<file path="src/sv/lob_pkg.sv">
// Shared types, codes and defaults of the limit order book matcher.
package lob_pkg;

    localparam int ORDER_SLOTS_DEF = 32;
    localparam int PRICE_BITS_DEF  = 16;

    localparam logic [1:0] REQ_LIMIT  = 2'd0;
    localparam logic [1:0] REQ_MARKET = 2'd1;
    localparam logic [1:0] REQ_CANCEL = 2'd2;
    localparam logic [1:0] REQ_UNUSED = 2'd3;

    localparam logic [1:0] KIND_FILL   = 2'd0;
    localparam logic [1:0] KIND_ACK    = 2'd1;
    localparam logic [1:0] KIND_REJECT = 2'd2;

    localparam logic [1:0] REJ_NO_LIQ    = 2'd0;
    localparam logic [1:0] REJ_NOT_FOUND = 2'd1;
    localparam logic [1:0] REJ_FULL      = 2'd2;

    typedef enum logic [3:0] {
        ST_IDLE,
        ST_DISPATCH,
        ST_MATCH_SCAN,
        ST_FILL,
        ST_TAKER_END,
        ST_FREE_SCAN,
        ST_REST,
        ST_CANCEL_SCAN
    } lob_state_t;

    typedef enum logic [1:0] {
        SCAN_MATCH,
        SCAN_CANCEL,
        SCAN_FREE
    } scan_mode_t;

    typedef struct packed {
        logic       load;
        logic       idle;
        logic       scan_start;
        scan_mode_t scan_mode;
        logic       fill;
        logic       rest;
        logic       cancel;
        logic       emit;
        logic [1:0] kind;
        logic [1:0] code;
        logic       last;
    } lob_cmd_t;

    typedef struct packed {
        logic req_valid;
        logic scan_busy;
        logic found;
        logic is_cancel;
        logic is_market;
        logic is_unused;
        logic rem_zero;
        logic rem_done_after_fill;
        logic had_fill;
        logic out_free;
    } lob_status_t;

endpackage

</file>
<file path="src/sv/lob_req_if.sv">
// Request channel of the order book: valid, ready and the request fields.
interface lob_req_if;
    logic        valid;
    logic        ready;
    logic [1:0]  req_type;
    logic [31:0] order_id;
    logic        is_sell;
    logic [15:0] limit_price;
    logic [15:0] quantity;

    modport source (output valid, req_type, order_id, is_sell, limit_price, quantity,
                    input ready);
    modport sink (input valid, req_type, order_id, is_sell, limit_price, quantity,
                  output ready);
endinterface

</file>
<file path="src/sv/lob_res_if.sv">
// Result channel of the order book: valid, ready and the result fields.
interface lob_res_if;
    logic        valid;
    logic        ready;
    logic [1:0]  result_kind;
    logic [31:0] result_id;
    logic [15:0] fill_qty;
    logic [15:0] fill_price;
    logic [1:0]  reject_code;
    logic        last_result;

    modport source (output valid, result_kind, result_id, fill_qty, fill_price,
                    reject_code, last_result, input ready);
    modport sink (input valid, result_kind, result_id, fill_qty, fill_price,
                  reject_code, last_result, output ready);
endinterface

</file>
<file path="src/sv/lob_ctrl.sv">
// Controller state machine that sequences scans, fills, resting and results.
module lob_ctrl (
    input  logic                clk,
    input  logic                rst_n,
    input  lob_pkg::lob_status_t sts,
    output lob_pkg::lob_cmd_t    cmd
);
    import lob_pkg::*;

    lob_state_t state_reg;
    lob_state_t state_next;

    always_ff @(posedge clk or negedge rst_n)
    begin
        if (!rst_n)
        begin
            state_reg <= ST_IDLE;
        end
        else
        begin
            state_reg <= state_next;
        end
    end

    always_comb
    begin
        state_next = state_reg;
        unique case (state_reg)
            ST_IDLE:
            begin
                if (sts.req_valid)
                begin
                    state_next = ST_DISPATCH;
                end
            end
            ST_DISPATCH:
            begin
                if (sts.is_unused)
                begin
                    state_next = ST_IDLE;
                end
                else if (sts.is_cancel)
                begin
                    state_next = ST_CANCEL_SCAN;
                end
                else if (sts.rem_zero)
                begin
                    state_next = ST_TAKER_END;
                end
                else
                begin
                    state_next = ST_MATCH_SCAN;
                end
            end
            ST_MATCH_SCAN:
            begin
                if (!sts.scan_busy)
                begin
                    state_next = sts.found ? ST_FILL : ST_TAKER_END;
                end
            end
            ST_FILL:
            begin
                if (sts.out_free)
                begin
                    state_next = sts.rem_done_after_fill ? ST_TAKER_END : ST_MATCH_SCAN;
                end
            end
            ST_TAKER_END:
            begin
                if (!sts.is_market && !sts.rem_zero)
                begin
                    state_next = ST_FREE_SCAN;
                end
                else if (sts.out_free)
                begin
                    state_next = ST_IDLE;
                end
            end
            ST_FREE_SCAN:
            begin
                if (!sts.scan_busy)
                begin
                    if (sts.found)
                    begin
                        state_next = ST_REST;
                    end
                    else if (sts.out_free)
                    begin
                        state_next = ST_IDLE;
                    end
                end
            end
            ST_REST:
            begin
                if (sts.out_free)
                begin
                    state_next = ST_IDLE;
                end
            end
            ST_CANCEL_SCAN:
            begin
                if (!sts.scan_busy && sts.out_free)
                begin
                    state_next = ST_IDLE;
                end
            end
            default:
            begin
                state_next = ST_IDLE;
            end
        endcase
    end

    always_comb
    begin
        cmd = '0;
        cmd.scan_mode = SCAN_MATCH;
        unique case (state_reg)
            ST_IDLE:
            begin
                cmd.idle = 1'b1;
                cmd.load = sts.req_valid;
            end
            ST_DISPATCH:
            begin
                if (!sts.is_unused)
                begin
                    if (sts.is_cancel)
                    begin
                        cmd.scan_start = 1'b1;
                        cmd.scan_mode  = SCAN_CANCEL;
                    end
                    else if (!sts.rem_zero)
                    begin
                        cmd.scan_start = 1'b1;
                        cmd.scan_mode  = SCAN_MATCH;
                    end
                end
            end
            ST_MATCH_SCAN:
            begin
                cmd.scan_mode = SCAN_MATCH;
            end
            ST_FILL:
            begin
                if (sts.out_free)
                begin
                    cmd.fill = 1'b1;
                    cmd.emit = 1'b1;
                    cmd.kind = KIND_FILL;
                    if (!sts.rem_done_after_fill)
                    begin
                        cmd.scan_start = 1'b1;
                        cmd.scan_mode  = SCAN_MATCH;
                    end
                end
            end
            ST_TAKER_END:
            begin
                if (!sts.is_market && !sts.rem_zero)
                begin
                    cmd.scan_start = 1'b1;
                    cmd.scan_mode  = SCAN_FREE;
                end
                else if (sts.out_free)
                begin
                    cmd.emit = 1'b1;
                    cmd.last = 1'b1;
                    if (sts.is_market && !sts.had_fill)
                    begin
                        cmd.kind = KIND_REJECT;
                        cmd.code = REJ_NO_LIQ;
                    end
                    else
                    begin
                        cmd.kind = KIND_ACK;
                    end
                end
            end
            ST_FREE_SCAN:
            begin
                if (!sts.scan_busy && !sts.found && sts.out_free)
                begin
                    cmd.emit = 1'b1;
                    cmd.last = 1'b1;
                    cmd.kind = KIND_REJECT;
                    cmd.code = REJ_FULL;
                end
            end
            ST_REST:
            begin
                if (sts.out_free)
                begin
                    cmd.rest = 1'b1;
                    cmd.emit = 1'b1;
                    cmd.last = 1'b1;
                    cmd.kind = KIND_ACK;
                end
            end
            ST_CANCEL_SCAN:
            begin
                if (!sts.scan_busy && sts.out_free)
                begin
                    cmd.emit = 1'b1;
                    cmd.last = 1'b1;
                    if (sts.found)
                    begin
                        cmd.cancel = 1'b1;
                        cmd.kind   = KIND_ACK;
                    end
                    else
                    begin
                        cmd.kind = KIND_REJECT;
                        cmd.code = REJ_NOT_FOUND;
                    end
                end
            end
            default:
            begin
                cmd.idle = 1'b0;
            end
        endcase
    end

endmodule

</file>
<file path="src/sv/lob_datapath.sv">
// Datapath: order slot memories, slot scan with best-maker tracking, output register.
module lob_datapath #(
    parameter int ORDER_SLOTS = lob_pkg::ORDER_SLOTS_DEF,
    parameter int PRICE_BITS  = lob_pkg::PRICE_BITS_DEF
) (
    input  logic                 clk,
    input  logic                 rst_n,
    lob_req_if.sink              req,
    lob_res_if.source            res,
    input  lob_pkg::lob_cmd_t    cmd,
    output lob_pkg::lob_status_t sts
);
    import lob_pkg::*;

    localparam int IDX_W = (ORDER_SLOTS > 1) ? $clog2(ORDER_SLOTS) : 1;
    localparam logic [IDX_W-1:0] LAST_IDX = IDX_W'(ORDER_SLOTS - 1);

    // Slot storage; only the valid bits are reset.
    logic                  mem_sell  [ORDER_SLOTS];
    logic [PRICE_BITS-1:0] mem_price [ORDER_SLOTS];
    logic [15:0]           mem_qty   [ORDER_SLOTS];
    logic [31:0]           mem_id    [ORDER_SLOTS];
    logic [31:0]           mem_arr   [ORDER_SLOTS];
    logic [ORDER_SLOTS-1:0] valid_reg;
    logic [ORDER_SLOTS-1:0] valid_next;

    logic                  rd_sell_reg;
    logic [PRICE_BITS-1:0] rd_price_reg;
    logic [15:0]           rd_qty_reg;
    logic [31:0]           rd_id_reg;
    logic [31:0]           rd_arr_reg;

    // Taker request.
    logic [1:0]            type_reg;
    logic [31:0]           id_reg;
    logic                  sell_reg;
    logic [PRICE_BITS-1:0] limit_reg;
    logic [15:0]           rem_reg;
    logic                  had_fill_reg;
    logic [31:0]           counter_reg;

    // Scan pipeline and best candidate.
    scan_mode_t            mode_reg;
    logic                  busy_reg;
    logic                  issue_reg;
    logic [IDX_W-1:0]      issue_addr_reg;
    logic                  chk_reg;
    logic [IDX_W-1:0]      chk_idx_reg;
    logic                  found_reg;
    logic [IDX_W-1:0]      best_idx_reg;
    logic [PRICE_BITS-1:0] best_price_reg;
    logic [15:0]           best_qty_reg;
    logic [31:0]           best_age_reg;

    // Output register.
    logic                  out_valid_reg;
    logic [1:0]            out_kind_reg;
    logic [31:0]           out_id_reg;
    logic [15:0]           out_qty_reg;
    logic [15:0]           out_price_reg;
    logic [1:0]            out_code_reg;
    logic                  out_last_reg;

    logic                  chk_valid;
    logic [31:0]           chk_age;
    logic                  price_ok;
    logic                  better;
    logic                  take;
    logic [15:0]           fill_q;
    logic                  out_free;

    assign chk_valid = valid_reg[chk_idx_reg];
    assign chk_age   = counter_reg - rd_arr_reg;
    assign out_free  = !out_valid_reg || res.ready;
    assign fill_q    = (rem_reg < best_qty_reg) ? rem_reg : best_qty_reg;

    always_comb
    begin
        price_ok = 1'b1;
        if (type_reg == REQ_LIMIT)
        begin
            price_ok = sell_reg ? (rd_price_reg >= limit_reg) : (rd_price_reg <= limit_reg);
        end
        better = !found_reg
            || (sell_reg ? (rd_price_reg > best_price_reg) : (rd_price_reg < best_price_reg))
            || ((rd_price_reg == best_price_reg) && (chk_age > best_age_reg));
        take = 1'b0;
        case (mode_reg)
            SCAN_MATCH:  take = chk_valid && (rd_sell_reg != sell_reg) && price_ok && better;
            SCAN_CANCEL: take = chk_valid && (rd_id_reg == id_reg) && !found_reg;
            SCAN_FREE:   take = !chk_valid && !found_reg;
            default:     take = 1'b0;
        endcase
        take = take && chk_reg;
    end

    always_comb
    begin
        valid_next = valid_reg;
        if (cmd.fill && (best_qty_reg <= rem_reg))
        begin
            valid_next[best_idx_reg] = 1'b0;
        end
        if (cmd.cancel)
        begin
            valid_next[best_idx_reg] = 1'b0;
        end
        if (cmd.rest)
        begin
            valid_next[best_idx_reg] = 1'b1;
        end
    end

    always_ff @(posedge clk)
    begin
        if (issue_reg)
        begin
            rd_sell_reg  <= mem_sell[issue_addr_reg];
            rd_price_reg <= mem_price[issue_addr_reg];
            rd_qty_reg   <= mem_qty[issue_addr_reg];
            rd_id_reg    <= mem_id[issue_addr_reg];
            rd_arr_reg   <= mem_arr[issue_addr_reg];
        end
        if (cmd.fill)
        begin
            mem_qty[best_idx_reg] <= best_qty_reg - fill_q;
        end
        if (cmd.rest)
        begin
            mem_sell[best_idx_reg]  <= sell_reg;
            mem_price[best_idx_reg] <= limit_reg;
            mem_qty[best_idx_reg]   <= rem_reg;
            mem_id[best_idx_reg]    <= id_reg;
            mem_arr[best_idx_reg]   <= counter_reg;
        end
    end

    always_ff @(posedge clk)
    begin
        if (cmd.load)
        begin
            type_reg  <= req.req_type;
            id_reg    <= req.order_id;
            sell_reg  <= req.is_sell;
            limit_reg <= PRICE_BITS'(req.limit_price);
            rem_reg   <= req.quantity;
        end
        else if (cmd.fill)
        begin
            rem_reg <= rem_reg - fill_q;
        end
        if (cmd.scan_start)
        begin
            mode_reg <= cmd.scan_mode;
        end
        if (take)
        begin
            best_idx_reg   <= chk_idx_reg;
            best_price_reg <= rd_price_reg;
            best_qty_reg   <= rd_qty_reg;
            best_age_reg   <= chk_age;
        end
        if (issue_reg)
        begin
            chk_idx_reg <= issue_addr_reg;
        end
        if (cmd.emit)
        begin
            out_kind_reg  <= cmd.kind;
            out_id_reg    <= id_reg;
            out_qty_reg   <= (cmd.kind == KIND_FILL) ? fill_q : 16'd0;
            out_price_reg <= (cmd.kind == KIND_FILL) ? 16'(best_price_reg) : 16'd0;
            out_code_reg  <= cmd.code;
            out_last_reg  <= cmd.last;
        end
    end

    always_ff @(posedge clk or negedge rst_n)
    begin
        if (!rst_n)
        begin
            valid_reg      <= '0;
            counter_reg    <= '0;
            had_fill_reg   <= 1'b0;
            busy_reg       <= 1'b0;
            issue_reg      <= 1'b0;
            issue_addr_reg <= '0;
            chk_reg        <= 1'b0;
            found_reg      <= 1'b0;
            out_valid_reg  <= 1'b0;
        end
        else
        begin
            valid_reg <= valid_next;
            if (cmd.rest)
            begin
                counter_reg <= counter_reg + 32'd1;
            end
            if (cmd.load)
            begin
                had_fill_reg <= 1'b0;
            end
            else if (cmd.fill)
            begin
                had_fill_reg <= 1'b1;
            end

            if (cmd.scan_start)
            begin
                busy_reg       <= 1'b1;
                issue_reg      <= 1'b1;
                issue_addr_reg <= '0;
                chk_reg        <= 1'b0;
                found_reg      <= 1'b0;
            end
            else
            begin
                chk_reg <= issue_reg;
                if (issue_reg)
                begin
                    if (issue_addr_reg == LAST_IDX)
                    begin
                        issue_reg <= 1'b0;
                    end
                    else
                    begin
                        issue_addr_reg <= issue_addr_reg + 1'b1;
                    end
                end
                if (take)
                begin
                    found_reg <= 1'b1;
                end
                if (chk_reg && (chk_idx_reg == LAST_IDX))
                begin
                    busy_reg <= 1'b0;
                end
            end

            if (cmd.emit)
            begin
                out_valid_reg <= 1'b1;
            end
            else if (res.ready)
            begin
                out_valid_reg <= 1'b0;
            end
        end
    end

    assign req.ready = cmd.idle;

    assign res.valid       = out_valid_reg;
    assign res.result_kind = out_kind_reg;
    assign res.result_id   = out_id_reg;
    assign res.fill_qty    = out_qty_reg;
    assign res.fill_price  = out_price_reg;
    assign res.reject_code = out_code_reg;
    assign res.last_result = out_last_reg;

    always_comb
    begin
        sts.req_valid           = req.valid;
        sts.scan_busy           = busy_reg;
        sts.found               = found_reg;
        sts.is_cancel           = (type_reg == REQ_CANCEL);
        sts.is_market           = (type_reg == REQ_MARKET);
        sts.is_unused           = (type_reg == REQ_UNUSED);
        sts.rem_zero            = (rem_reg == 16'd0);
        sts.rem_done_after_fill = (rem_reg <= best_qty_reg);
        sts.had_fill            = had_fill_reg;
        sts.out_free            = out_free;
    end

endmodule

</file>
<file path="src/sv/limit_order_book_matcher.sv">
// Price-time priority order book: every scan walks the ORDER_SLOTS slot memory one slot per
// cycle. A taker passes a dispatch state, one scan and fill per trade, a further scan when it
// still has quantity after its last fill, and a closing result; a resting remainder adds a
// free-slot scan and the write. A cancel takes one scan. The controller returns to idle and
// accepts the next request once the closing result is taken into the output register. One
// request is handled at a time; results leave through a register that holds while the sink
// stalls, and a stalled sink holds up the request.
module limit_order_book_matcher #(
    parameter int ORDER_SLOTS = lob_pkg::ORDER_SLOTS_DEF,
    parameter int PRICE_BITS  = lob_pkg::PRICE_BITS_DEF
) (
    input  logic       clk,
    input  logic       rst_n,
    lob_req_if.sink    req,
    lob_res_if.source  res
);
    import lob_pkg::*;

    lob_cmd_t    cmd;
    lob_status_t sts;

    lob_ctrl u_ctrl (
        .clk   (clk),
        .rst_n (rst_n),
        .sts   (sts),
        .cmd   (cmd)
    );

    lob_datapath #(
        .ORDER_SLOTS (ORDER_SLOTS),
        .PRICE_BITS  (PRICE_BITS)
    ) u_datapath (
        .clk   (clk),
        .rst_n (rst_n),
        .req   (req),
        .res   (res),
        .cmd   (cmd),
        .sts   (sts)
    );

    // A fill always trades a non-zero amount and is never the final result.
    a_fill_shape: assert property (@(posedge clk) disable iff (!rst_n)
        res.valid && (res.result_kind == KIND_FILL) |-> (res.fill_qty != 16'd0) && !res.last_result)
        else $error("fill result malformed");

    // Results other than rejects carry a reject code of zero.
    a_code_only_on_reject: assert property (@(posedge clk) disable iff (!rst_n)
        res.valid && (res.result_kind != KIND_REJECT) |-> (res.reject_code == REJ_NO_LIQ))
        else $error("reject code on non-reject result");

    // Once a request is taken, no further request is taken until it is finished.
    a_one_request: assert property (@(posedge clk) disable iff (!rst_n)
        req.valid && req.ready |=> !req.ready)
        else $error("request accepted while busy");

endmodule

</file>
<file path="src/flat_wrapper.sv">
// flat-port wrapper written by rule: the top's interface ports become plain ports
module limit_order_book_matcher_flat import lob_pkg::*;
#(
    parameter int ORDER_SLOTS = lob_pkg::ORDER_SLOTS_DEF,
    parameter int PRICE_BITS  = lob_pkg::PRICE_BITS_DEF
)
  (clk, rst_n, req_valid, req_req_type, req_order_id, req_is_sell, req_limit_price, req_quantity, req_ready, res_valid, res_result_kind, res_result_id, res_fill_qty, res_fill_price, res_reject_code, res_last_result, res_ready);
  lob_req_if req_i ();
  lob_res_if res_i ();
  input  logic clk;
  input  logic rst_n;
  input wire logic [$bits(req_i.valid)-1:0] req_valid;
  input wire logic [$bits(req_i.req_type)-1:0] req_req_type;
  input wire logic [$bits(req_i.order_id)-1:0] req_order_id;
  input wire logic [$bits(req_i.is_sell)-1:0] req_is_sell;
  input wire logic [$bits(req_i.limit_price)-1:0] req_limit_price;
  input wire logic [$bits(req_i.quantity)-1:0] req_quantity;
  output wire logic [$bits(req_i.ready)-1:0] req_ready;
  output wire logic [$bits(res_i.valid)-1:0] res_valid;
  output wire logic [$bits(res_i.result_kind)-1:0] res_result_kind;
  output wire logic [$bits(res_i.result_id)-1:0] res_result_id;
  output wire logic [$bits(res_i.fill_qty)-1:0] res_fill_qty;
  output wire logic [$bits(res_i.fill_price)-1:0] res_fill_price;
  output wire logic [$bits(res_i.reject_code)-1:0] res_reject_code;
  output wire logic [$bits(res_i.last_result)-1:0] res_last_result;
  input wire logic [$bits(res_i.ready)-1:0] res_ready;
  assign req_i.valid = req_valid;
  assign req_i.req_type = req_req_type;
  assign req_i.order_id = req_order_id;
  assign req_i.is_sell = req_is_sell;
  assign req_i.limit_price = req_limit_price;
  assign req_i.quantity = req_quantity;
  assign req_ready = req_i.ready;
  assign res_valid = res_i.valid;
  assign res_result_kind = res_i.result_kind;
  assign res_result_id = res_i.result_id;
  assign res_fill_qty = res_i.fill_qty;
  assign res_fill_price = res_i.fill_price;
  assign res_reject_code = res_i.reject_code;
  assign res_last_result = res_i.last_result;
  assign res_i.ready = res_ready;
  limit_order_book_matcher #(.ORDER_SLOTS(ORDER_SLOTS), .PRICE_BITS(PRICE_BITS)) u_core (.clk(clk), .rst_n(rst_n), .req(req_i), .res(res_i));
endmodule
</file>
<file path="config.mk">
export PLATFORM = sky130hd
export DESIGN_NAME = limit_order_book_matcher_flat
export DESIGN_NICKNAME = d
export VERILOG_FILES = /design/src/sv/lob_pkg.sv /design/src/sv/lob_req_if.sv /design/src/sv/lob_res_if.sv /design/src/sv/lob_ctrl.sv /design/src/sv/lob_datapath.sv /design/src/sv/limit_order_book_matcher.sv /design/src/flat_wrapper.sv
export SDC_FILE = /design/constraint.sdc
export NUM_CORES = 2
export LEC_CHECK = 0
export BUFFER_PORTS_ARGS = -buffer_cell sky130_fd_sc_hd__buf_4
export CORE_ASPECT_RATIO = 1.75
export CORE_MARGIN = 3
export CORE_UTILIZATION = 55
export CTS_CLUSTER_DIAMETER = 120
export DETAILED_ROUTE_END_ITERATION = 8
export PLACE_DENSITY = 0.71
export SLEW_MARGIN = 20
export SYNTH_ARGS = -nofsm -noshare
export SYNTH_HDL_FRONTEND = slang
export SYNTH_SLANG_ARGS = --single-unit
</file>
<file path="constraint.sdc">
create_clock -name clk -period 6.15 [get_ports clk]
set_input_delay 0.9225 -clock clk [delete_from_list [all_inputs] [get_ports clk]]
set_output_delay 0.9225 -clock clk [all_outputs]
set_load 0.02 [all_outputs]
</file>
==> metrics.cfg <==
[outcome]
status=completed

[die]
coreArea_um2=247000
dieArea_um2=255000
start_util_pct=55.4
die_w_um=383
io_pins=142
fp.dieH_um=665
rows=241

[power]
clkPwrFrac_pct=30.2
switchingPower_mw=17.3
vdd_drop_max_mv=0.535
power_frac_seq_pct=45.6
power_leakage_nw=48.7
total_power_mw=63.0
p_int_mw=45.7
swShare_pct=27.4
combPwrFrac_pct=24.2
power_density_nw_per_um2=411

[setup_path]
max_stage_delay_ns=0.56
start_kind=register
end_kind=register
cp.depth=19
path_delay_family=compound AO/OA/AOI/OAI gates
r2r_start=u_core.u_datapath.counter_reg[0]$_DFFE_PN0P_
critical_path_class=reg -> reg
ff2ff_path_depth=19
cp-startpoint=u_core.u_datapath.counter_reg[0]$_DFFE_PN0P_
crit_end=u_core.u_datapath.best_price_reg[13]$_DFFE_PP_
rrSetupSlack_ns=0.51
crit_top_cell=ha_1
cp_num_buf_inv=1
critPathMaxFanout=35
cp_slowest_cell=or4_1
worstPathCellList=inv_1 -> ha_1 -> fa_1 -> nor2b_1 -> o31ai_1 -> a211oi_1 -> o211ai_1 -> a31oi_2 -> o221ai_2 -> o21bai_1 -> a21oi_1 -> xnor2_1 -> ha_1 -> nand4_1 -> or2_2 -> or4_1 -> nor3_1 -> a221o_1 -> a21o_4
arrival_ns=6.13
reg2reg_to=u_core.u_datapath.best_price_reg[13]$_DFFE_PP_
crit_required_ns=6.65

[layout]
drive_above_1_share_pct=28.9
nets=6725
syn_to_final_growth_pct=12.0
fillCellCount=16500
final_cell_area_um2=153000
largestRegisters=u_core.u_datapath.mem_arr x1024, u_core.u_datapath.mem_id x1024

[place]
place.port_buffers=141
dpl_cell_area_um2=143000
dp_hpwl_mm=173
routabilityCongestion=0.881

[clock_network]
post_cts_buffers=0
clk_pin_slew_ns=0.07
cts-htree-levels=5
cts_tree=built
cts_root_buf=clkbuf_16
cts.sinks=3492
cts_made_buffers=311
insertion_delay_ns=0.89
clockBufferDepth=4

[sta]
rsz0062_at_grt=false
hold_viol=0
max_freq_mhz=177
finalCritPeriodShare_pct=91.7
worstMarginPinSlew_ns=1.15
fin_skew_ns=0.0717
final-setup-viol-count=0
setup-tns-final_ns=0
relSlewSlack_pct=23.4
hold_ws_ns=0.205
post-route-min-period_ns=5.64
maxSlewViolCount=0

[synth]
synthFlopType=edfxtp_1
synth_edf_count=3413
synth_top_area_share_pct=75.0
yosysTopAreaCell=edfxtp_1
syn-cell-area_um2=137000
ys_seq_elements=3492
syn_area_per_cell_um2=22.5
yosys_warnings=0
synthTopCellsByArea=edfxtp_1, mux4_2, dfrtp_1
synth-seq-area-share_pct=76.4
syn_inst=6086
synth_fp_nets=6307
synth.most_common_cell=edfxtp_1
synth_top_cells_by_count=edfxtp_1, mux4_2, nor2_1
async_reset_ff_share_pct=2.26
synth_cell_types=70

[global_routing]
track_usage_pct=26.7
grt_max_degree=126
first_global_vias=67600
overflow=0
grt_pass1_wl_mm=485
antenna_found_initial=7

[detailed_routing]
avgRoutedWirePerCell_um=33.6
vias=65400
route.detailed.drc=0
wl_mm=337
ant_nets=0
drt-vias-per-instance=6.52
drt_iter0_drc=7699
first_pass_iters=8

[worst_hold_path]
whs_path_depth=1
worstHoldPathType=in -> reg

[job]
max-cap-violations=0

placed cells by master (no fill, tap or decap), drive strengths merged, types with 22 or more instances in the layout:
master     n
nand4     28
xnor2     65
a21o      35
mux2      98
nand3     28
nor3      23
clkinv   105
edfxtp  3413
clkbuf   399
ha       147
dfrtp     79
o21ai    123
nand2    122
a21oi     80
inv      155
mux4     980
buf      370
xor2      48
bufinv    22
nor2     180
worst min-delay path by stage:
stage,from,end,slack [ns]
after detailed placement,u_core.u_datapath.rd_qty_reg[12]$_DFFE_PP_,u_core.u_datapath.best_qty_reg[12]$_DFFE_PP_,0.40
final,req_req_type[1],u_core.u_datapath.type_reg[1]$_DFFE_PP_,0.20
after global routing,req_req_type[1],u_core.u_datapath.type_reg[1]$_DFFE_PP_,0.19
after global placement,u_core.u_datapath.rd_qty_reg[11]$_DFFE_PP_,u_core.u_datapath.best_qty_reg[11]$_DFFE_PP_,0.40
after CTS,req_req_type[1],u_core.u_datapath.type_reg[1]$_DFFE_PP_,0.15
after floorplan,u_core.u_datapath.rd_qty_reg[0]$_DFFE_PP_,u_core.u_datapath.best_qty_reg[0]$_DFFE_PP_,0.40
routing by layer:
metal	vias up	GRT usage [%]	share of wire [%]
met2	3219	46.8	53
met4	4	11.0	4.6
li1	26300	-	-
met5	-	0	0.0047
met3	707	3.71	7.2
met1	35100	33.7	35
metrics by stage:
| step | utilization [%] | instances | setup WS, ns |
|---|---|---|---|
| after global routing | 62.1 | 10000 | 0.0768 |
| after CTS | 62.1 | 10000 | 0.225 |
| after floorplan | - | 6086 | 0.148 |
| final | 62.1 | 10000 | 0.513 |
| after global placement | 58.1 | 9466 | 0.327 |
| after detailed placement | 58.1 | 9468 | 0.275 |
power by group through the flow:
stage / sequential, mW / combinational [mW] / clock (mW)
2_1_floorplan: 28.8 / 11.3 / 0
3_3_place_gp: 29.2 / 15.2 / 0
3_5_place_dp: 29.2 / 15.4 / 0
4_1_cts: 28.7 / 15.5 / 19.3
5_1_grt: 28.7 / 16.3 / 20.2
6_report: 28.7 / 15.2 / 19.1
worst reg2reg max path: stages (launching register included):
cell      delay (ns)
dfrtp_1         0.35
inv_1           0.06
ha_1            0.21
fa_1            0.41
nor2b_1         0.18
o31ai_1         0.14
a211oi_1        0.37
o211ai_1        0.25
a31oi_2         0.35
o221ai_2        0.19
o21bai_1        0.15
a21oi_1         0.10
xnor2_1         0.17
ha_1            0.33
nand4_1         0.08
or2_2           0.33
or4_1           0.56
nor3_1          0.22
a221o_1         0.27
a21o_4          0.49
cell families (layout without fill, tap and decap cells):
| kind of cell | count (synthesis) | count (layout) | synth area share [%] |
|---|---|---|---|
| compound gates | 330 | 331 | 1.48 |
| simple gates | 491 | 491 | 1.69 |
| buf+inv | 411 | 1066 | 1.19 |
| flops | 3492 | 3492 | 76.4 |
| xor+xnor | 113 | 113 | 0.724 |
| other cells | 1 | 5 | 0.00274 |
| fa+ha+maj | 150 | 150 | 1.39 |
| mux | 1098 | 1098 | 17.1 |
final cells by class:
cell class	count	area (um^2)	share of cell area, %
Inverter	144	543	0.355
Sequential cell	3492	104000	68.2
Clock inverter	152	1360	0.889
Multi-Input combinational cell	2184	31000	20.2
Antenna cell	4	10.0	0.00654
Timing Repair Buffer	371	3290	2.15
Clock buffer	399	8380	5.47
Tap cell	3280	4100	2.68
what timing repair did:
item | CTS | global route
hold buffers | 1 | 0
endpoints found under the setup margin | 0 | 69
endpoints found under the hold margin | 8 | 0
gates resized for setup | 0 | 2
Power figures use the tool's default switching activity.
